## src/rtl/core/lapet_pkg.sv

```systemverilog
// Shared types, constants and helpers of the Laplacian edge detector.
`timescale 1ns / 1ps

package lapet_pkg;

  // Frame geometry limits and counter widths.
  localparam int unsigned MaxWidth  = 2048;
  localparam int unsigned MaxHeight = 2048;
  localparam int unsigned PosW      = 11;
  localparam int unsigned SizeW     = 12;
  localparam int unsigned AddrW     = $clog2(MaxWidth);

  // Depth of the queue between front and back.
  localparam int unsigned QDepth = 4;
  localparam int unsigned QPtrW  = $clog2(QDepth);
  localparam int unsigned QCntW  = $clog2(QDepth + 1);

  // Fixed point luma coefficients, scaled by 2^16, plus rounding offset.
  localparam logic [23:0] CoefR     = 24'd19595;
  localparam logic [23:0] CoefG     = 24'd38470;
  localparam logic [23:0] CoefB     = 24'd7471;
  localparam logic [23:0] LumaRound = 24'd32768;

  // Configuration register indexes.
  typedef enum logic [1:0] {
    CfgWidth  = 2'd0,
    CfgHeight = 2'd1,
    CfgThresh = 2'd2
  } cfg_idx_e;

  // One word handed from the front to the back.
  typedef struct packed {
    logic [7:0]      up;
    logic [7:0]      mid;
    logic [7:0]      luma;
    logic [PosW-1:0] col;
    logic [PosW-1:0] row;
    logic            last_col;
    logic            last_row;
  } item_t;

  // Clamp a programmed size into 1..limit.
  function automatic logic [SizeW-1:0] eff_size(input logic [SizeW-1:0] v,
                                                input logic [SizeW-1:0] lim);
    logic [SizeW-1:0] res;
    if (v == '0) begin
      res = SizeW'(1);
    end else if (v > lim) begin
      res = lim;
    end else begin
      res = v;
    end
    return res;
  endfunction

endpackage

```

## src/rtl/core/lapet_back.sv

```systemverilog
// Back part: 3x3 window, Laplacian kernel, threshold and result sequencing.
`timescale 1ns / 1ps

module lapet_back (
  input  logic                     clk_i,
  input  logic                     rst_ni,
  input  logic                     q_empty_i,
  input  lapet_pkg::item_t         q_item_i,
  output logic                     q_pop_o,
  input  logic [10:0]              edge_threshold_i,
  output logic                     out_valid_o,
  input  logic                     out_ready_i,
  output logic                     is_edge_o,
  output logic [lapet_pkg::PosW-1:0] out_col_o,
  output logic [lapet_pkg::PosW-1:0] out_row_o,
  output logic                     last_of_run_o,
  output logic                     frame_done_o
);

  // Window, indexed [column slot][row slot]; slot 2 is the newest.
  logic [2:0][2:0][7:0]        win_q;

  // Current word being turned into results.
  logic                        job_valid_q;
  logic [1:0]                  idx_q;
  logic [2:0]                  n_q;
  logic                        nc2_q;
  logic                        cprev_q, rprev_q, c_one_q, r_one_q, fend_q;
  logic [lapet_pkg::PosW-1:0]  col_q, row_q;

  logic                        out_space, emit, is_last, job_done, pop;
  logic [1:0]                  nr, nc;
  logic                        a_sel, b_sel, col_prev, row_prev;
  logic [1:0]                  cm, cl, cr, rm, rt, rb;
  logic [7:0]                  v_ctr, v_top, v_bot, v_lft, v_rgt;
  logic signed [11:0]          lap_sum;
  logic                        edge_bit;

  function automatic logic [7:0] win_pick(input logic [2:0][2:0][7:0] w,
                                          input logic [1:0] cs,
                                          input logic [1:0] rs);
    logic [2:0][7:0] colv;
    logic [7:0]      res;
    case (cs)
      2'd0:    colv = w[0];
      2'd1:    colv = w[1];
      default: colv = w[2];
    endcase
    case (rs)
      2'd0:    res = colv[0];
      2'd1:    res = colv[1];
      default: res = colv[2];
    endcase
    return res;
  endfunction

  // Handshake between the job, the output register and the queue.
  assign out_space = !out_valid_o || out_ready_i;
  assign is_last   = ({1'b0, idx_q} + 3'd1) == n_q;
  assign emit      = job_valid_q && (n_q != 3'd0) && out_space;
  assign job_done  = job_valid_q && ((n_q == 3'd0) || (emit && is_last));
  assign pop       = !q_empty_i && (!job_valid_q || job_done);
  assign q_pop_o   = pop;

  // Result count of the incoming word: rows times columns.
  assign nr = {1'b0, q_item_i.row != '0} + {1'b0, q_item_i.last_row};
  assign nc = {1'b0, q_item_i.col != '0} + {1'b0, q_item_i.last_col};

  always_ff @(posedge clk_i or negedge rst_ni) begin
    if (!rst_ni) begin
      job_valid_q <= 1'b0;
      idx_q       <= '0;
      win_q       <= '0;
    end else begin
      if (pop) begin
        job_valid_q <= 1'b1;
        idx_q       <= '0;
        win_q[0]    <= win_q[1];
        win_q[1]    <= win_q[2];
        win_q[2]    <= {q_item_i.luma, q_item_i.mid, q_item_i.up};
      end else if (job_done) begin
        job_valid_q <= 1'b0;
      end else if (emit) begin
        idx_q <= idx_q + 2'd1;
      end
    end
  end

  always_ff @(posedge clk_i) begin
    if (pop) begin
      n_q     <= 3'({1'b0, nr} * {1'b0, nc});
      nc2_q   <= (nc == 2'd2);
      cprev_q <= (q_item_i.col != '0);
      rprev_q <= (q_item_i.row != '0);
      c_one_q <= (q_item_i.col == lapet_pkg::PosW'(1));
      r_one_q <= (q_item_i.row == lapet_pkg::PosW'(1));
      fend_q  <= q_item_i.last_col && q_item_i.last_row;
      col_q   <= q_item_i.col;
      row_q   <= q_item_i.row;
    end
  end

  // Which row and column this result covers, ordered by row then column.
  assign a_sel    = nc2_q ? idx_q[1] : idx_q[0];
  assign b_sel    = nc2_q ? idx_q[0] : 1'b0;
  assign col_prev = !b_sel && cprev_q;
  assign row_prev = !a_sel && rprev_q;

  // Window slots with clamp-to-edge borders.
  assign cm = col_prev ? 2'd1 : 2'd2;
  assign cl = col_prev ? (c_one_q ? 2'd1 : 2'd0) : (cprev_q ? 2'd1 : 2'd2);
  assign cr = 2'd2;
  assign rm = row_prev ? 2'd1 : 2'd2;
  assign rt = row_prev ? (r_one_q ? 2'd1 : 2'd0) : (rprev_q ? 2'd1 : 2'd2);
  assign rb = 2'd2;

  assign v_ctr = win_pick(win_q, cm, rm);
  assign v_top = win_pick(win_q, cm, rt);
  assign v_bot = win_pick(win_q, cm, rb);
  assign v_lft = win_pick(win_q, cl, rm);
  assign v_rgt = win_pick(win_q, cr, rm);

  // Kernel: four times the center minus the four direct neighbors.
  assign lap_sum  = $signed({2'b00, v_ctr, 2'b00}) - $signed({4'b0, v_top})
                  - $signed({4'b0, v_bot}) - $signed({4'b0, v_lft})
                  - $signed({4'b0, v_rgt});
  assign edge_bit = lap_sum > $signed({edge_threshold_i[10], edge_threshold_i});

  // Output register.
  always_ff @(posedge clk_i or negedge rst_ni) begin
    if (!rst_ni) begin
      out_valid_o <= 1'b0;
    end else if (out_space) begin
      out_valid_o <= emit;
    end
  end

  always_ff @(posedge clk_i) begin
    if (emit) begin
      is_edge_o     <= edge_bit;
      out_col_o     <= col_prev ? col_q - lapet_pkg::PosW'(1) : col_q;
      out_row_o     <= row_prev ? row_q - lapet_pkg::PosW'(1) : row_q;
      last_of_run_o <= is_last;
      frame_done_o  <= is_last && fend_q;
    end
  end

  // The result index stays within the word's result count.
  a_idx_range: assert property (@(posedge clk_i) disable iff (!rst_ni)
    (job_valid_q && (n_q != 3'd0)) |-> ({1'b0, idx_q} < n_q))
    else $error("result index beyond result count");

  // A new word is only taken once the previous one has delivered all its results.
  a_pop_after_done: assert property (@(posedge clk_i) disable iff (!rst_ni)
    (pop && job_valid_q) |-> job_done)
    else $error("word replaced before its results were delivered");

endmodule

```

## config.mk

```make
export PLATFORM = sky130hd
export DESIGN_NAME = lapet_back
export DESIGN_NICKNAME = d
export VERILOG_FILES = /design/src/rtl/core/lapet_pkg.sv /design/src/rtl/core/lapet_back.sv
export SDC_FILE = /design/constraint.sdc
export NUM_CORES = 1
export LEC_CHECK = 0
export ABC_AREA = 1
export ABC_CLOCK_PERIOD_IN_PS = 10080
export BUFFER_PORTS_ARGS = -buffer_cell sky130_fd_sc_hd__buf_2
export CAP_MARGIN = 10
export CORE_MARGIN = 3
export CORE_UTILIZATION = 50
export DETAILED_ROUTE_END_ITERATION = 6
export PLACE_DENSITY = 0.69
export SLEW_MARGIN = 10
export SYNTH_ARGS = -nofsm -noshare
export SYNTH_HDL_FRONTEND = slang
export SYNTH_SLANG_ARGS = --single-unit
```

## constraint.sdc

```tcl
create_clock -name clk_i -period 10.08 [get_ports clk_i]
set_input_delay 2.016 -clock clk_i [delete_from_list [all_inputs] [get_ports clk_i]]
set_output_delay 2.016 -clock clk_i [all_outputs]
set_load 0.05 [all_outputs]
```

After elaboration in Yosys (flattened, before gate mapping) --
Index checks and enable logic that the tools add are counted.
Storage, ports and cells: bits in registers 132, latch bits 0, memory bits (writable) 0, ROM bits 0, output and inout bits 27, word-level logic and storage cells 98, memories 0
Operators by class: $add $sub $neg 10, multipliers 1, div/mod/pow operators 0, order comparisons 1, equal/unequal tests 9, shifts and indexed selects 0, multiplexer cells 23, bitwise gates (word level) 0, reduce and logical (&&, ||, !) cells 28
Operators by type and width (count):
- case mux 24 bit (2 select lines) | 2
- case mux 8 bit (2 select lines) | 4
- subtractor 12 x 9 -> 12 bit | 2
- == test 11 x 1 -> 1 bit (second input constant) | 2
- two-way mux 11 bit | 2
- nonzero test 11 bit | 2
- subtractor 11 x 1 -> 11 bit (second input constant) | 2
- two-way mux 2 bit | 9
- > comparator 12 x 11 -> 1 bit | 1
- subtractor 11 x 9 -> 12 bit | 1
- subtractor 10 x 8 -> 11 bit | 1
- logical AND 1 bit | 9
- == test 2 x 1 -> 1 bit (second input constant) | 4
- logical NOT 2 bit | 4
- two-way mux 1 bit | 6
- logical NOT 1 bit | 5
- adder 1 x 1 -> 2 bit | 2
- nonzero test 2 bit | 2
- adder 2 x 1 -> 3 bit (second input constant) | 1
- == test 3 bit | 1
- logical NOT 3 bit | 1
- logical OR 1 bit | 3
- multiplier 2 x 2 -> 3 bit | 1
- nonzero test 3 bit | 1
- 4 further kinds | 4

Depth between registers and ports, before layout --
depth in word-level cells 12, gate-level depth with buffers 31

Least setup slack after synthesis --
OpenSTA, ideal clock, no wires.
path type input port to output port, start in out_ready_i, end out q_pop_o, data arrival time 2.977 ns, data required time 8.064 ns, slack 5.087 ns, stages on the path 6, buffers on the path 2, cells stage by stage nor2_1 -> o21ai_2 -> inv_2 -> nor2_4 -> buf_4 -> buf_4
On the way: cells in the longest elaborated chain, start to end 7
RTL lines:
- start: declaration | RTL line lapet_back.sv:12 | input logic out_ready_i,
- logical OR 1 bit | RTL line lapet_back.sv:58 | assign out_space = !out_valid_o || out_ready_i;
- logical AND 1 bit | RTL line lapet_back.sv:60 | assign emit = job_valid_q && (n_q != 3'd0) && out_space;
- logical AND 1 bit | RTL line lapet_back.sv:61 | assign job_done = job_valid_q && ((n_q == 3'd0) || (emit && is_last));
- logical OR 1 bit | RTL line lapet_back.sv:61
- logical AND 1 bit | RTL line lapet_back.sv:61
- logical OR 1 bit | RTL line lapet_back.sv:62 | assign pop = !q_empty_i && (!job_valid_q || job_done);
- logical AND 1 bit | RTL line lapet_back.sv:62
- end: declaration | RTL line lapet_back.sv:9 | output logic q_pop_o,
Every way passes these cells.

Worst setup path after layout --
start reg rprev_q, end reg is_edge_o (data pin)
On the way: cells in the longest elaborated chain, start to end 9, elaborated cells between the ends (all ways) 17
RTL lines:
- start: declaration | RTL line lapet_back.sv:28 | logic cprev_q, rprev_q, c_one_q, r_one_q, fend_q;
- start signal: assignment | RTL line lapet_back.sv:94 | rprev_q <= (q_item_i.row != '0);
- two-way mux 2 bit or logical AND 1 bit (tied branches) | RTL line lapet_back.sv:114, lapet_back.sv:107
- two-way mux 2 bit (on tied branches) | RTL line lapet_back.sv:114, lapet_back.sv:113
- == test 2 x 1 -> 1 bit or logical NOT 2 bit (tied branches) | RTL line lapet_back.sv:49 | case (rs)
- case mux 8 bit (2 select lines) | RTL line lapet_back.sv:49
- subtractor 10 x 8 -> 11 bit | RTL line lapet_back.sv:124 | assign lap_sum = $signed({2'b00, v_ctr, 2'b00}) - $signed({4'b0, v_top})
- subtractor 11 x 9 -> 12 bit | RTL line lapet_back.sv:125 | - $signed({4'b0, v_bot}) - $signed({4'b0, v_lft})
- subtractor 12 x 9 -> 12 bit | RTL line lapet_back.sv:125
- subtractor 12 x 9 -> 12 bit (*) | RTL line lapet_back.sv:126 | - $signed({4'b0, v_rgt});
- > comparator 12 x 11 -> 1 bit (*) | RTL line lapet_back.sv:127 | assign edge_bit = lap_sum > $signed({edge_threshold_i[10], edge_threshold_i});
- via edge_bit | RTL line lapet_back.sv:37 | logic edge_bit;
- end signal: assignment | RTL line lapet_back.sv:140 | is_edge_o <= edge_bit;
- end: declaration | RTL line lapet_back.sv:13 | output logic is_edge_o,
The timed path passes the listed nets; every way through them passes the cells marked *. A chain may end at the register's enable or synchronous reset.

==> impl_summary.md <==
Status
The flow ran to the end, and the final reports show no timing, DRC or antenna violations.

Global route
The first-pass GRT wire length is around 27000 µm. Entering global routing, the biggest net connects roughly 110 pins. The number of global-route vias before repair is roughly 5400.

The initial antenna violation count was 0. The total grt overflow is 0. The total global routing track utilization is approximately a fifth.

Synthesis
The total nets after synthesis is approximately 950. Summing the sequential cell areas from Yosys gives a little under half of the chip area. Counting flops with an async set or reset pin after synthesis yields a share of between 50% and 60%. The library cell occupying the most area in the post-synthesis netlist is dfrtp_1. In this run, synthesis inferred 56 flip-flops with an integrated enable. Counting flops and latches in the post-synthesis netlist gives around 120. Synthesis instantiated 51 different standard cells from the library. The average cell area after synthesis is 8.88 µm².

By area the synthesized netlist is led by dfrtp_1 23%, edfxtp_1 23%, nand2_1 11%. The mapped netlist covers ~0.0075 mm². For this run, the number of Yosys warnings is 0. The prevailing post-synth register cell is dfrtp_1. The post-synthesis cell count is 839. The area fraction of the dominant cell type after synthesis is between 20% and 30%.

Clocking
The buffer cell driving the clock tree root is clkbuf_16. Once the clock tree was built, the setup fixing pass inserted 0 buffers. The number of clock buffers added by TritonCTS is 17. The H-tree depth reported by CTS is 4.

The deepest clock path buffer count is 2. The later pin in the worst-skew pair is clocked with a latency of about 0.42 ns. After clock tree synthesis, the clock-pin slew on the worst setup and hold paths is 0.06 ns.

The number of hold buffers added after CTS was 0. TritonCTS built the clock tree. The number of sinks on the clock net is approximately 120. After clock tree synthesis, the repair step resized 0 gates.

STA
The transition time at the pin with the least slew margin is approximately 1.1 ns. The final critical path takes up approximately three fifths of the cycle. For the final database, setup skew stands at approximately 0.0065 ns.

The relative max-transition margin is roughly 30%. The clock period could shrink to 6.04 ns. Setup repair after global routing left no endpoint under its margin. The number of hold-slack violations in the final timing report came to 0. Setup violations remaining at the end of the flow were counted as 0.

Timing would allow up to 0.166 GHz. For the final routed database, the setup TNS stands at 0 ns. The number of pins with negative max-slew slack in the final report was 0.

Min path
The worst hold path terminates at win_q[25]$_DFFE_PN0P_. The worst hold path begins at win_q[25]$_DFFE_PN0P_. Along the worst hold path, the cell count comes to 2.

The worst hold path class is flop to flop.

Cells and area
The net count of the finished layout is between 1000 and 1500. The library cells used most frequently in the layout, excluding fill and tap cells, are 213 x nand2_1, 114 x inv_1, 91 x o21ai_0. The count of fill cells added during filler insertion is 1269.

The area taken by multi-input logic gates is approximately 0.0035 mm². The most common cell after layout, fill and taps aside is nand2_1. Cells with a size suffix above 1 make up ~17% of the layout. The number of antenna repair diodes is 0. The sequential cells in the finished layout cover a total of ~0.0034 mm². The post-synthesis to final-layout area growth is 15.2%.

Routing
The number of vias after detailed routing is 5859. The number of search-and-repair iterations in the first detailed-routing pass is 5. Wires add up to approximately 16000 µm. The average detailed-routed wire length per instance is 14.8 µm.

The number of design-rule violations left by the first detailed-router iteration is ~510. The vias per cell is 5.25. The count of nets left with antenna violations once routing finished came out at 0. In the routed design, unresolved DRC markers number 0.

Critical path
The maximum fanout encountered on the critical timing path is 40. The end of the worst register-to-register path is is_edge_o$_DFFE_PP_. STA classifies the critical path startpoint as a flop. The data arrival time of the critical path is approximately 6.2 ns. In this run the critical register-to-register path is launched from rprev_q$_DFFE_PP_. The worst setup slack for register-to-register paths is approximately 4 ns. The worst path required time is roughly 10 ns. The worst register-to-register path has a depth of 25. The classification of the worst setup path is flop to flop. STA classifies the critical path endpoint as a flop.

Die
90 I/O pins were placed. The die covers 0.0164 mm². The die width is between 100 and 150 µm. The starting density of the core is a little over half.

The floorplan has between 40 and 50 rows. The core box area is roughly 0.014 mm². From bottom edge to top edge, the die measures 128 µm.

Placement
The port buffer count is 89. The wire-length estimate of the detail-placed layout is approximately 12000 µm. Routability-driven placement finished with a final weighted congestion of ~0.93.

Run
The reported max-cap violation count is 0.
## synthesized netlist by cell type, types with 2 or more instances
cell type  number
nor2_4          3
fa_1           15
nand3b_1        2
nor4b_1         2
o21ai_0        91
a21oi_1        28
nor2_1         32
o211ai_1        2
inv_2           4
o21ai_2         3
inv_1         114
nor3_1          2
edfxtp_1       56
nand2_2        10
buf_2          11
o21ai_1        11
nand4_1         4
nand3_2         5
a221oi_1       11
buf_4           5
nand2_4         2
nand3_1        20
clkbuf_1        8
o21a_1          3
ha_1           37
o221ai_1        6
nor4_1          4
o31ai_1         6
nor3_2          3
xor2_1         20
nand2_1       213
dfrtp_1        68
xnor2_1        17
buf_6           3
or4_1           2
## flip-flops by register name, summed over array words and instances, names as in the netlist
name and count:
nc2_q 1, n_q 3, out_row_o 11, row_q 11, out_valid_o 1, last_of_run_o 1
job_valid_q 1, fend_q 1, col_q 11, is_edge_o 1, idx_q 2, frame_done_o 1
r_one_q 1, out_col_o 11, cprev_q 1, c_one_q 1, rprev_q 1, win_q 64
## metal layers
| layer | track usage [%] | part of all wire [%] |
|---|---|---|
| met1 | 30.0 | 45 |
| met2 | 33.3 | 47 |
| met3 | 4.04 | 6.0 |
| met4 | 6.99 | 1.7 |
| met5 | 0 | 0 |
## metrics by stage
step	setup slack [ns]	area [µm²]	std cells	hold WS (ns)	util, %
after floorplan	5.09	7450	839	0.442	-
after global placement	4.20	7990	1083	0.455	56.2
after detailed placement	4.13	7990	1083	0.462	56.2
after CTS	4.13	8590	1115	0.478	60.5
after global routing	3.48	8590	1115	0.513	60.5
final	4.04	8590	1115	0.479	60.5
## worst max-delay path, stage by stage (launching register included)
cell and delay [ns]:
edfxtp_1 0.68, nand3_2 0.77, inv_2 0.56, o21ai_0 0.16, ha_1 0.38, a21oi_1 0.16, nand2_1 0.11, a21oi_1 0.13
o21ai_0 0.11, xor2_1 0.17, fa_1 0.49, inv_1 0.04, ha_1 0.34, a21oi_1 0.20, o21ai_0 0.17, inv_1 0.10
nand2_1 0.05, nand2_1 0.05, nand2_1 0.05, ha_1 0.30, a21oi_1 0.14, o21ai_0 0.10, a21oi_1 0.13, o21ai_0 0.10
a21oi_1 0.15, o22ai_1 0.10
## how the worst max path moves through the flow
stage                      startpoint                  end  slack, ns  depth (start not counted)
CTS                 rprev_q$_DFFE_PP_  is_edge_o$_DFFE_PP_       4.13                         25
global placement    rprev_q$_DFFE_PP_  is_edge_o$_DFFE_PP_       4.20                         25
global route        rprev_q$_DFFE_PP_  is_edge_o$_DFFE_PP_       3.48                         21
floorplan                 out_ready_i              q_pop_o       5.09                          6
detailed placement  rprev_q$_DFFE_PP_  is_edge_o$_DFFE_PP_       4.13                         25
finish              rprev_q$_DFFE_PP_  is_edge_o$_DFFE_PP_       4.04                         25
## layout make-up
cell class | count | area share (%)
clock buffers | 19 | 5.40
inverters | 118 | 5.16
repair buffers | 92 | 5.45
multi-input cells | 569 | 40.4
well taps | 180 | 2.62
flip-flops and latches | 124 | 39.4
clock inverters | 13 | 1.59
## cell families after synthesis
| logic type | share of synthesized area [%] |
|---|---|
| DFF | 45.4 |
| and+or+nand+nor | 18.8 |
| muxes | 0.151 |
| adders and majority gates | 10.2 |
| buffers and inverters | 8.09 |
| AOI/OAI and AO/OA | 13.0 |
| xor gates and xnor gates | 4.35 |
Power is left out: the tool's default activity adds up to more than one toggle a clock period on the data nets, which glitch-free logic cannot reach.
