===== config.mk =====
export PLATFORM = sky130hd
export DESIGN_NAME = lapet_fifo
export DESIGN_NICKNAME = d
export VERILOG_FILES = /design/src/rtl/core/lapet_pkg.sv /design/src/rtl/core/lapet_fifo.sv
export SDC_FILE = /design/constraint.sdc
export NUM_CORES = 1
export LEC_CHECK = 0
export BUFFER_PORTS_ARGS = -buffer_cell sky130_fd_sc_hd__buf_2
export CORE_UTILIZATION = 54
export CTS_CLUSTER_DIAMETER = 120
export DETAILED_ROUTE_END_ITERATION = 16
export PLACE_DENSITY = 0.85
export SETUP_SLACK_MARGIN = 0.3
export SLEW_MARGIN = 15
export SYNTH_ARGS = -nofsm -noshare
export SYNTH_HDL_FRONTEND = slang
export SYNTH_SLANG_ARGS = --single-unit

===== constraint.sdc =====
create_clock -name clk_i -period 3.35 [get_ports clk_i]
set_input_delay 0.1675 -clock clk_i [delete_from_list [all_inputs] [get_ports clk_i]]
set_output_delay 0.1675 -clock clk_i [all_outputs]
set_load 0.005 [all_outputs]

===== src/rtl/core/lapet_pkg.sv =====
// Shared types, constants and helpers of the Laplacian edge detector.
`timescale 1ns / 1ps

package lapet_pkg;

  // Frame geometry limits and counter widths.
  localparam int unsigned MaxWidth  = 2048;
  localparam int unsigned MaxHeight = 2048;
  localparam int unsigned PosW      = 11;
  localparam int unsigned SizeW     = 12;
  localparam int unsigned AddrW     = $clog2(MaxWidth);

  // Depth of the queue between front and back.
  localparam int unsigned QDepth = 4;
  localparam int unsigned QPtrW  = $clog2(QDepth);
  localparam int unsigned QCntW  = $clog2(QDepth + 1);

  // Fixed point luma coefficients, scaled by 2^16, plus rounding offset.
  localparam logic [23:0] CoefR     = 24'd19595;
  localparam logic [23:0] CoefG     = 24'd38470;
  localparam logic [23:0] CoefB     = 24'd7471;
  localparam logic [23:0] LumaRound = 24'd32768;

  // Configuration register indexes.
  typedef enum logic [1:0] {
    CfgWidth  = 2'd0,
    CfgHeight = 2'd1,
    CfgThresh = 2'd2
  } cfg_idx_e;

  // One word handed from the front to the back.
  typedef struct packed {
    logic [7:0]      up;
    logic [7:0]      mid;
    logic [7:0]      luma;
    logic [PosW-1:0] col;
    logic [PosW-1:0] row;
    logic            last_col;
    logic            last_row;
  } item_t;

  // Clamp a programmed size into 1..limit.
  function automatic logic [SizeW-1:0] eff_size(input logic [SizeW-1:0] v,
                                                input logic [SizeW-1:0] lim);
    logic [SizeW-1:0] res;
    if (v == '0) begin
      res = SizeW'(1);
    end else if (v > lim) begin
      res = lim;
    end else begin
      res = v;
    end
    return res;
  endfunction

endpackage


===== src/rtl/core/lapet_fifo.sv =====
// Short queue of words between the front and the back.
`timescale 1ns / 1ps

module lapet_fifo (
  input  logic                        clk_i,
  input  logic                        rst_ni,
  input  logic                        push_i,
  input  lapet_pkg::item_t            push_item_i,
  input  logic                        pop_i,
  output lapet_pkg::item_t            pop_item_o,
  output logic                        empty_o,
  output logic [lapet_pkg::QCntW-1:0] count_o
);

  lapet_pkg::item_t              q_mem [lapet_pkg::QDepth];
  logic [lapet_pkg::QPtrW-1:0]   wptr_q, rptr_q;
  logic [lapet_pkg::QCntW-1:0]   cnt_q, cnt_d;

  always_comb begin
    cnt_d = cnt_q;
    if (push_i && !pop_i) begin
      cnt_d = cnt_q + lapet_pkg::QCntW'(1);
    end else if (pop_i && !push_i) begin
      cnt_d = cnt_q - lapet_pkg::QCntW'(1);
    end
  end

  // Pointers and fill count.
  always_ff @(posedge clk_i or negedge rst_ni) begin
    if (!rst_ni) begin
      wptr_q <= '0;
      rptr_q <= '0;
      cnt_q  <= '0;
    end else begin
      cnt_q <= cnt_d;
      if (push_i) begin
        wptr_q <= wptr_q + lapet_pkg::QPtrW'(1);
      end
      if (pop_i) begin
        rptr_q <= rptr_q + lapet_pkg::QPtrW'(1);
      end
    end
  end

  // Storage.
  always_ff @(posedge clk_i) begin
    if (push_i) begin
      q_mem[wptr_q] <= push_item_i;
    end
  end

  assign pop_item_o = q_mem[rptr_q];
  assign empty_o    = (cnt_q == '0);
  assign count_o    = cnt_q;

  // The front reserves room, so the queue never overflows or underflows.
  a_no_overflow: assert property (@(posedge clk_i) disable iff (!rst_ni)
    push_i |-> (cnt_q < lapet_pkg::QCntW'(lapet_pkg::QDepth)))
    else $error("queue push while full");

  a_no_underflow: assert property (@(posedge clk_i) disable iff (!rst_ni)
    pop_i |-> (cnt_q != '0))
    else $error("queue pop while empty");

endmodule


* Yosys cells after proc, flatten, opt, wreduce, memory -nomap -nowiden
Memory sizes are Yosys's and may differ from the RTL's. Index checks and enable logic that the tools add are counted.
Word-level totals: register bits after elaboration 7, RAM bits 192, input port bits 52, output and inout port bits 52, memories 1
Memories:
- q_mem | words 4, width 48, read ports 1, clocked after memory_dff 0, write ports 1, line lapet_fifo.sv:15 | lapet_pkg::item_t q_mem [lapet_pkg::QDepth];
Cells by class: add/sub/neg operators 4, multiplexer cells 4, reduce and logical (&&, ||, !) cells 6
Operators with widths (count):
- $mux W3 | 2
- $add A2 B1 Y2 const B | 2
- $add A3 B1 Y3 const B | 1
- $logic_not A3 Y1 | 1
- $sub A3 B1 Y3 const B | 1
- $logic_and A1 B1 Y1 | 2
- $logic_not A1 Y1 | 2
- $mux W1 | 2
- $reduce_bool A2 Y1 | 1

* Logic depth before layout (Yosys ltp)
Gate-level depths: netlist of the first run.
depth in word-level cells 4, mapped depth 7, gate-level depth less buffers 7

* Worst setup path before layout of the first run
No wires, ideal clock.
path type register to register, start reg wptr_q[0] in the netlist's numbering, end mem q_mem[2][0] in the netlist's numbering (enable), data arrival time 1.768 ns, required time 2.940 ns, setup slack 1.172 ns, stages on the path, launching flop included 4, clock period less this slack 2.178 ns, cell sequence dfrtp_1 > inv_1 > ha_1 > and2_1
RTL lines:
- start, declared | line lapet_fifo.sv:16 | logic [lapet_pkg::QPtrW-1:0] wptr_q, rptr_q;
- start signal, assigned | line lapet_fifo.sv:37 | wptr_q <= wptr_q + lapet_pkg::QPtrW'(1);
- end, declared | line lapet_fifo.sv:15
No word-level cell before the write port.

==> flow_metrics.py, run 1 <==
metrics = {
    "run_status": {
        "status": "completed",
    },
    "clock_network": {
        "cts_tree": "built",
        "cts_buffer_depth": 2,
        "numCtsBuffers": 17,
        "clock_latency_ns": 0.43,
        "cts.repair.resized": 0,
        "cts-root-buf": "clkbuf_16",
        "clkSlewWorstSetupHoldPaths_ns": 0.06,
        "hold_buffers": 50,
        "cts_sinks": 199,
        "post_cts_buffers": 0,
        "htree_levels": 4,
    },
    "logic_synthesis": {
        "yosysSeqAreaShare_pct": 80.6,
        "synth_compound_gate_area_share_pct": 0.0679,
        "synth_top_family_by_area": "multiplexers",
        "synth_top_area_cell": "edfxtp_1",
        "yosys_register_bits": 199,
        "syn_nets": 342,
        "syn_area_per_cell_sq_um": 25.9,
        "synth_area_leaders": "edfxtp_1 (78%), mux4_2 (15%), dfrtp_1 (2.4%), buf_12 (1.4%), ha_1 (0.85%)",
        "ys.warnings.count": 0,
        "syn_area_sq_um": 7370,
        "synthAdderAreaFrac_pct": 1.12,
        "synth_top_area_share_pct": 78.2,
        "synth_mux_area_share_pct": 14.8,
        "synth-simple-area-share_pct": 0.560,
        "syn_inst": 284,
        "synth_cell_types": 18,
        "synth_xor_area_share_pct": 0.713,
    },
    "global_routing": {
        "grt_max_degree": 33,
        "antenna_found_initial": 0,
        "grt_overflow_total": 0,
        "grt.total_usage_pct": 19.6,
        "grt_pass1_vias": 3703,
        "grt_pass1_wl_um": 19900,
    },
    "final_layout": {
        "num_antenna_cells": 0,
        "area_growth_pct": 23.6,
        "final_nets": 512,
        "layout-drive-gt1-share_pct": 41.3,
        "final_cells": 643,
        "finish.utilization_pct": 68.5,
    },
    "placement": {
        "dp_hpwl_um": 7810,
        "placedCellCount": 561,
        "io_buffers": 103,
        "gp_congestion": 0.662,
    },
    "die": {
        "ios": 104,
        "dieHeight_um": 119,
        "die-area_sq_um": 14100,
        "die_w_um": 119,
        "rows": 42,
        "initial_core_util_pct": 55.4,
        "core-area_sq_um": 13300,
    },
    "routing": {
        "ant_nets": 0,
        "avgRoutedWirePerCell_um": 19.8,
        "routed_wl_um": 12700,
        "num_vias": 3473,
        "drt-initial-drc-count": 203,
        "vias_per_cell": 5.40,
        "dr.pass1.iters": 4,
        "drc_errors": 0,
    },
    "setup_path": {
        "path_cells": "buf_12 > mux4_2 > buf_2",
        "crit_family": "flip-flops",
        "critical_path_buf_inv_count": 2,
        "crit_arrival_ns": 2.16,
        "endpoint_kind": "output pin",
        "critical_path.max_fanout": 29,
        "worstSetupStartpointType": "flip-flop",
        "required_ns": 3.18,
        "cp_slowest_cell": "dfrtp_4",
        "cpPeakStageDelay_ns": 0.70,
        "crit_type": "flip-flop to output pin",
    },
    "sta": {
        "fin_crit_ns": 2.33,
        "setup_tns_ns": 0,
        "hold_viol": 0,
        "fin_crit_sh_pct": 69.5,
        "setup_violations": 0,
        "clock_skew_ns": 0.00699,
        "slew_violations": 0,
        "rsz0062_at_grt": "no",
        "finalHoldWorstSlack_ns": 0.0322,
        "tightest_slew_ns": 0.765,
        "max_freq_mhz": 429,
        "max_slew_margin_pct": 49.0,
    },
    "min_path": {
        "worstHoldPathType": "primary input to flip-flop",
    },
    "run": {
        "drv_cap": 0,
    },
    "power_and_ir_drop": {
        "power_leakage_uw": 0.00319,
        "vdd_drop_max_mv": 0.408,
        "cellPowerDensity_nw_per_um2": 795,
    },
}
## cell type report
| class | count | area, sq um |
|---|---|---|
| Clock buffer | 23 | 468 |
| Clock inverter | 9 | 55.1 |
| Fill cell | 823 | 4190 |
| Multi-Input combinational cell | 70 | 1280 |
| Inverter | 4 | 15.0 |
| Tap cell | 176 | 220 |
| Sequential cell | 199 | 5950 |
| Timing Repair Buffer | 162 | 1120 |
## final timing paths
check                                       startpoint                      to  slack [ns]  cells after the start
worst min register to register  count_o[2]$_DFFE_PN0P_  count_o[2]$_DFFE_PN0P_        0.49                      1
worst max-delay path             rptr_q[0]$_DFFE_PN0P_          pop_item_o[43]        1.02                      3
worst min-delay path                            push_i   wptr_q[0]$_DFFE_PN0P_        0.03                      2
max in group asynchronous                       rst_ni   rptr_q[0]$_DFFE_PN0P_        3.06                      2
min in group asynchronous                       rst_ni  count_o[1]$_DFFE_PN0P_        0.10                      2
worst max register to register   wptr_q[1]$_DFFE_PN0P_  q_mem[1][17]$_DFFE_PP_        1.41                      4
## cell usage after synthesis
| cell | number |
|---|---|
| mux4_2 | 48 |
| buf_12 | 5 |
| nor3_1 | 1 |
| buf_2 | 4 |
| nor2_1 | 1 |
| dfrtp_1 | 7 |
| o21ai_0 | 1 |
| inv_1 | 4 |
| ha_1 | 5 |
| xnor2_1 | 2 |
| buf_6 | 1 |
| buf_4 | 1 |
| mux2_2 | 1 |
| and2_1 | 4 |
| xor2_1 | 4 |
| fa_1 | 1 |
| edfxtp_1 | 192 |
| nand2_1 | 2 |
## report_power, final
part	leakage (uW)	total (uW)	internal (uW)	switching, uW
registers	0.00184	3520	3260	257
logic	0.00109	1920	1040	875
clock network	0.000252	1800	982	820
## stage by stage
stage	total power (uW)	instance area, sq um	worst slack, ns
after CTS	7330	9100	0.945
after floorplan	4800	7370	1.17
after detailed placement	5500	8080	1.37
after global routing	7560	9100	0.883
final	7240	9100	1.02
after global placement	5420	8080	1.42
## state kept, by name, summed over array words and instances, names as in the netlist
signal   cells
rptr_q       2
wptr_q       2
q_mem      192
count_o      3
## layout by cell type, fill, tap and decap left out, types with 2 or more instances in the layout
cell type and count:
clkinv_4 2, clkinv_1 2, inv_1 4, clkinvlp_4 2, clkbuf_8 2, buf_2 103, xnor2_1 2, clkbuf_1 4
clkinv_2 3, clkbuf_16 17, dlygate4sd3_1 50, buf_4 6, nand2_1 2, mux4_2 48, ha_1 5, buf_12 3
edfxtp_1 192, xor2_1 4, and2_2 4, dfrtp_1 5
## cells by family after synthesis
| family | count (synthesis) |
|---|---|
| flops | 199 |
| mux | 49 |
| buf+inv | 15 |
| simple gates | 8 |
| xor+xnor | 6 |
| fa+ha+maj | 6 |
| compound gates | 1 |
## layer usage
metal / global-route usage [%] / up-vias / routed length (um)
met5: 0 / - / 0
met3: 5.08 / 24 / 594
met2: 32.2 / 111 / 6580
li1: - / 1538 / -
met1: 24.9 / 1800 / 5290
met4: 8.54 / 0 / 238
Power figures use the tool's default switching activity.
==> run 2, diff against run 1 <==
- ABC_AREA: default -> 1
- CORE_UTILIZATION: 54 -> 52
- clock period: 3.35 -> 1.9 ns (I/O delays scaled with it)
==> run 2 against run 1 <==
Against the previous run:
- sequential cell count stayed put
- non-clock buffer count is 26 higher
- setup slack worse by 0.91 ns
- synthesized cell count is 110% higher
- clock-buffer cell count is 2 lower
- via count is 44% higher
- clock skew is 0.0010 ns higher
- cell count is 53% higher
- register-to-register slack worse by 1.0 ns
- largest cell class unchanged
==> flow_metrics.py, run 2 <==
metrics = {
    "logic_synthesis": {
        "synth_top_area_cell": "edfxtp_1",
        "synth_ff_type": "edfxtp_1",
        "yosys_register_bits": 199,
        "synth-async-reset-ratio_pct": 3.52,
        "synth_area_leaders": "edfxtp_1 (71%), o211ai_1 (8.9%), nand2_1 (7.3%), inv_1 (5.0%), buf_6 (2.6%)",
        "yosys-top-cells-count": "edfxtp_1 (192), nand2_1 (157), inv_1 (107)",
        "yosysMostFrequentCell": "edfxtp_1",
        "yosysSeqAreaShare_pct": 73.5,
        "synth_cell_types": 18,
        "syn_inst": 607,
        "synth_top_area_share_pct": 71.3,
        "synth-edff-count": 192,
        "syn_area_sq_um": 8080,
        "ys.warnings.count": 0,
        "syn_nets": 665,
        "syn_area_per_cell_sq_um": 13.3,
    },
    "sta": {
        "max_slew_margin_pct": 77.6,
        "fin_crit_sh_pct": 94.3,
        "fin_crit_ns": 1.79,
        "setup_violations": 0,
        "slew_violations": 0,
        "tightest_slew_ns": 0.335,
        "setup_tns_ns": 0,
        "hold_viol": 0,
        "max_freq_mhz": 558,
        "rsz0062_at_grt": "yes",
        "clock_skew_ns": 0.00802,
    },
    "setup_path": {
        "critical_path_buf_inv_count": 3,
        "crit_type": "flip-flop to output pin",
        "required_ns": 1.80,
        "endpoint_kind": "output pin",
        "path_cells": "buf_6 > buf_12 > o211ai_1 > nand2_1 > buf_2",
        "r2r_setup_slack_ns": 0.38,
        "worstReg2RegEnd": "q_mem[1][45]$_DFFE_PP_",
        "r2r_cells": 5,
        "worst-path-stages": 5,
        "cpPeakStageDelay_ns": 0.52,
        "worstSetupStartpointType": "flip-flop",
        "critical_path.max_fanout": 6,
        "startpoint": "rptr_q[0]$_DFFE_PN0P_",
        "cp_slowest_cell": "dfrtp_4",
        "crit_arrival_ns": 1.70,
        "r2r_start": "wptr_q[1]$_DFFE_PN0P_",
        "crit_family": "flip-flops",
    },
    "placement": {
        "dp_hpwl_um": 9400,
        "gp_congestion": 0.711,
        "placedCellCount": 886,
        "dpl-instance-area_sq_um": 8910,
        "io_buffers": 103,
    },
    "routing": {
        "dr.pass1.iters": 4,
        "routed_wl_um": 15800,
        "ant_nets": 0,
        "vias_per_cell": 5.08,
        "drc_errors": 0,
        "avgRoutedWirePerCell_um": 16.1,
        "drt-initial-drc-count": 305,
        "num_vias": 4986,
    },
    "power_and_ir_drop": {
        "swShare_pct": 33.2,
        "seqPwrFrac_pct": 41.0,
        "internal_power_uw": 9820,
        "power_leakage_uw": 0.00410,
        "cellPowerDensity_nw_per_um2": 1450,
        "pwr-share-clk_pct": 21.6,
        "switchingPower_uw": 4880,
        "power_frac_comb_pct": 37.4,
        "vdd_drop_max_mv": 0.786,
    },
    "final_layout": {
        "layout-drive-gt1-share_pct": 22.8,
        "fillers": 1034,
        "final_nets": 839,
        "area_growth_pct": 25.7,
        "largest_reg_flops": 192,
        "layout_commonest_cell": "edfxtp_1",
        "final_cells": 981,
        "mostFrequentLayoutCells": "edfxtp_1 (192), nand2_1 (153), buf_2 (103), inv_1 (101), o211ai_1 (96)",
        "fin_area_sq_um": 10200,
        "top_register": "q_mem",
        "num_antenna_cells": 0,
    },
    "run_status": {
        "status": "completed",
    },
    "clock_network": {
        "cts_sinks": 199,
        "clock_latency_ns": 0.43,
        "htree_levels": 4,
        "numCtsBuffers": 17,
        "cts_buffer_depth": 2,
        "clkSlewWorstSetupHoldPaths_ns": 0.07,
        "cts_tree": "built",
        "cts-root-buf": "clkbuf_16",
    },
    "die": {
        "core-area_sq_um": 15200,
        "dieHeight_um": 127,
        "initial_core_util_pct": 53.2,
        "die_w_um": 127,
        "ios": 104,
        "rows": 45,
        "die-area_sq_um": 16000,
    },
    "global_routing": {
        "grt_overflow_total": 0,
        "antenna_found_initial": 0,
        "grt_max_degree": 49,
        "grt_pass1_vias": 4932,
        "grt_pass1_wl_um": 25400,
        "grt.total_usage_pct": 21.2,
    },
    "min_path": {
        "worstHoldPathType": "primary input to async pin",
    },
    "run": {
        "drv_cap": 0,
    },
}
run 2: cell types whose count changed after synthesis, moves of 3 or more:
cell / previous run / this run
and2_1: 4 / 0
buf_12: 5 / 0
buf_4: 1 / 4
buf_6: 1 / 19
clkbuf_1: 0 / 6
inv_1: 4 / 107
mux4_2: 48 / 0
nand2_1: 2 / 157
o211ai_1: 0 / 96
run 2: final cells by class:
class	instances	area, sq um	area share (%)
tap	188	235	2.32
sequential	199	5950	58.6
multi-input combinational	267	1470	14.5
timing repair buffer	188	1560	15.4
clock inverter	10	76.3	0.752
inverter	108	425	4.19
clock buffer	21	440	4.34
run 2: logic make-up (layout without fill, tap and decap cells):
logic type      count (synthesis)  count (layout)  share of synthesized area [%]
flops                         199             199                           73.5
simple gates                  160             160                           7.49
fa+ha+maj                       6               6                           1.02
buf+inv                       141             327                           8.56
compound gates                 97              97                           8.98
xor+xnor                        4               4                          0.434
run 2: how the worst max path moves through the flow:
| stage | to | slack, ns |
|---|---|---|
| after floorplan | q_mem[0][0]$_DFFE_PP_ | 0.14 |
| after global placement | q_mem[3][4]$_DFFE_PP_ | 0.24 |
| after detailed placement | q_mem[3][5]$_DFFE_PP_ | 0.27 |
| after CTS | pop_item_o[37] | 0.1 |
| after global routing | pop_item_o[14] | 0.02 |
| final | pop_item_o[37] | 0.11 |
run 2: what timing repair did:
action / CTS / global route
setup endpoints to repair: 117 / 48
resized for setup: 10 / 5
gates cloned: 1 / 2
setup buffers: 10 / 0
pin swaps: 58 / 33
endpoints found under the hold margin: 203 / 0
hold buffers: 51 / 0
run 2: metrics by stage:
stage	hold WS, ns	total power [uW]	utilization, %	setup slack (ns)
after CTS	0.0207	14600	66.3	0.0988
after global routing	0.0462	15600	66.8	0.0241
after global placement	-0.0588	10800	58.6	0.244
after floorplan	-0.201	9210	-	0.143
after detailed placement	-0.0500	11000	58.6	0.274
final	0.0379	14700	66.8	0.108
run 2: power groups by stage:
| stage | registers, uW | logic, uW | clock network [uW] |
|---|---|---|---|
| floorplan | 6040 | 3170 | 0 |
| global placement | 6190 | 4650 | 0 |
| detailed placement | 6230 | 4790 | 0 |
| CTS | 6010 | 5390 | 3210 |
| global route | 6090 | 6090 | 3410 |
| finish | 6020 | 5500 | 3180 |
run 2: layer usage:
metal	routed length, um	share of wire [%]	vias up	GRT usage (%)
met5	0	0	-	0
met4	239	1.5	0	7.14
met3	783	4.9	20	5.02
met2	7860	50	149	35.0
met1	6950	44	2366	27.8
li1	-	-	2451	-
==> run 3, diff against run 2 <==
- CORE_ASPECT_RATIO: default -> 0.75
==> run 3 against run 2 <==
Against the previous run:
- maximum frequency is 0.42% lower
- cell count is 0.51% higher
- clock-buffer cell count fell by 4
- hold slack gained 0.026 ns
- register-to-register slack worse by 0.03 ns
- first-iteration DRC count decreased by 1.6%
- wire length increased by 2.0%
- power rose by 0.55%
- final area decreased by 1.2%
- largest power group unchanged
- sequential share of layout area increased by 0.72 points
==> flow_metrics.py, run 3 (synthesis results as in run 2) <==
metrics = {
    "sta": {
        "tightest_slew_ns": 0.319,
        "max_slew_margin_pct": 78.7,
        "clock_skew_ns": 0.0104,
        "hold_viol": 0,
        "finalHoldWorstSlack_ns": 0.0637,
        "rsz0062_at_grt": "yes",
        "setup_violations": 0,
        "setup_tns_ns": 0,
        "slew_violations": 0,
        "fin_crit_ns": 1.80,
        "fin_crit_sh_pct": 94.7,
        "fin_ws_ns": 0.100,
        "max_freq_mhz": 556,
    },
    "clock_network": {
        "cts_tree": "built",
        "htree_levels": 4,
        "cts-root-buf": "clkbuf_16",
        "cts_buffer_depth": 2,
        "clock_latency_ns": 0.42,
        "cts_sinks": 199,
        "clkSlewWorstSetupHoldPaths_ns": 0.07,
        "numCtsBuffers": 17,
    },
    "final_layout": {
        "area_growth_pct": 24.1,
        "final_nets": 826,
        "layout-drive-gt1-share_pct": 22.2,
        "mostFrequentLayoutCells": "edfxtp_1 (192), nand2_1 (150), buf_2 (103), inv_1 (101), o211ai_1 (96)",
        "largest_reg_flops": 192,
        "layout_commonest_cell": "edfxtp_1",
        "final_cells": 986,
        "num_antenna_cells": 0,
        "top_register": "q_mem",
    },
    "setup_path": {
        "cp_slowest_cell": "dfrtp_4",
        "r2r_cells": 4,
        "critical_path.max_fanout": 44,
        "worstReg2RegEnd": "q_mem[3][32]$_DFFE_PP_",
        "path_cells": "buf_12 > o211ai_1 > nand2_1 > buf_2",
        "cpPeakStageDelay_ns": 0.56,
        "r2r_start": "wptr_q[0]$_DFFE_PN0P_",
        "crit_arrival_ns": 1.70,
        "startpoint": "rptr_q[0]$_DFFE_PN0P_",
        "crit_type": "flip-flop to output pin",
        "r2r_setup_slack_ns": 0.35,
        "required_ns": 1.80,
        "endpoint_kind": "output pin",
        "worstSetupStartpointType": "flip-flop",
    },
    "routing": {
        "drc_errors": 0,
        "drt-initial-drc-count": 300,
        "vias_per_cell": 5.08,
        "ant_nets": 0,
        "dr.pass1.iters": 5,
        "avgRoutedWirePerCell_um": 16.4,
        "routed_wl_um": 16200,
        "num_vias": 5013,
    },
    "die": {
        "core-area_sq_um": 15200,
        "dieHeight_um": 110,
        "rows": 39,
        "die-area_sq_um": 16000,
        "ios": 104,
        "die_w_um": 146,
        "initial_core_util_pct": 53.1,
    },
    "power_and_ir_drop": {
        "power_leakage_uw": 0.00405,
        "vdd_drop_max_mv": 0.848,
        "fin_total_pwr_uw": 14800,
        "cellPowerDensity_nw_per_um2": 1470,
    },
    "global_routing": {
        "antenna_found_initial": 0,
        "grt_pass1_vias": 4960,
        "grt_overflow_total": 0,
        "grt_max_degree": 56,
        "grt_pass1_wl_um": 25300,
        "grt.total_usage_pct": 21.3,
    },
    "placement": {
        "placedCellCount": 897,
        "io_buffers": 103,
        "dp_slack_ns": 0.243,
        "dp_hpwl_um": 9290,
        "gp_congestion": 0.731,
    },
    "min_path": {
        "worstHoldPathType": "primary input to async pin",
    },
    "run_status": {
        "status": "completed",
    },
    "run": {
        "drv_cap": 0,
    },
}
-- run 3: cell types whose count changed in the layout (fill, tap and decap cells not counted), sizes merged --
cell      previous run  this run
bufinv               0         4
buf                135       124
clkinvlp            10         5
clkbuf              23        17
clkinv               3         5
inv                105       109
-- run 3: worst max-delay path by stage --
stage          cells past startpoint  slack, ns                endpoint
6_report                           4       0.10          pop_item_o[30]
5_1_grt                            4       0.06          pop_item_o[29]
4_1_cts                            4       0.12          pop_item_o[19]
3_5_place_dp                       5       0.24  q_mem[0][26]$_DFFE_PP_
3_3_place_gp                       5       0.31  q_mem[0][23]$_DFFE_PP_
2_1_floorplan                      4       0.14   q_mem[0][0]$_DFFE_PP_
-- run 3: cell type report --
| type | instances | area [sq um] |
|---|---|---|
| Sequential cell | 199 | 5950 |
| Fill cell | 1057 | 5190 |
| Multi-Input combinational cell | 267 | 1480 |
| Timing Repair Buffer | 175 | 1310 |
| Clock buffer | 17 | 425 |
| Inverter | 108 | 420 |
| Tap cell | 205 | 256 |
| Clock inverter | 15 | 196 |
-- run 3: power by group --
part           switching (uW)  total, uW  internal, uW  leakage [uW]
clock network            1570       3790          2210      0.000302
logic                    2970       4950          1980       0.00190
registers                 294       6040          5750       0.00184
-- run 3: stage by stage --
step                      instance area [sq um]  utilization (%)
after floorplan                            8120                -
after global placement                     8830             58.0
after detailed placement                   8830             58.0
after CTS                                 10000             65.9
after global routing                      10000             65.9
final                                     10000             65.9
-- run 3: critical path: cells and delay by family, from the launching register on --
family	cells	cell delay, ns
flip-flops	1	0.56
AO/OA/AOI/OAI	1	0.22
AND/OR/NAND/NOR	1	0.13
buffers and inverters	2	0.37
-- run 3: routing by layer --
| metal | global-route usage, % | vias up | wire [um] |
|---|---|---|---|
| met4 | 5.64 | 0 | 120 |
| li1 | - | 2420 | - |
| met1 | 25.9 | 2442 | 6990 |
| met5 | 0 | - | 0 |
| met3 | 5.19 | 10 | 779 |
| met2 | 38.7 | 141 | 8260 |
-- run 3: what timing repair did --
action                     CTS  global route
cloned                       0             0
pin swaps                    5             8
setup endpoints to repair   83            48
hold buffers                51             0
buffers inserted             6             0
hold endpoints to repair   202             0
resized for setup            9             0
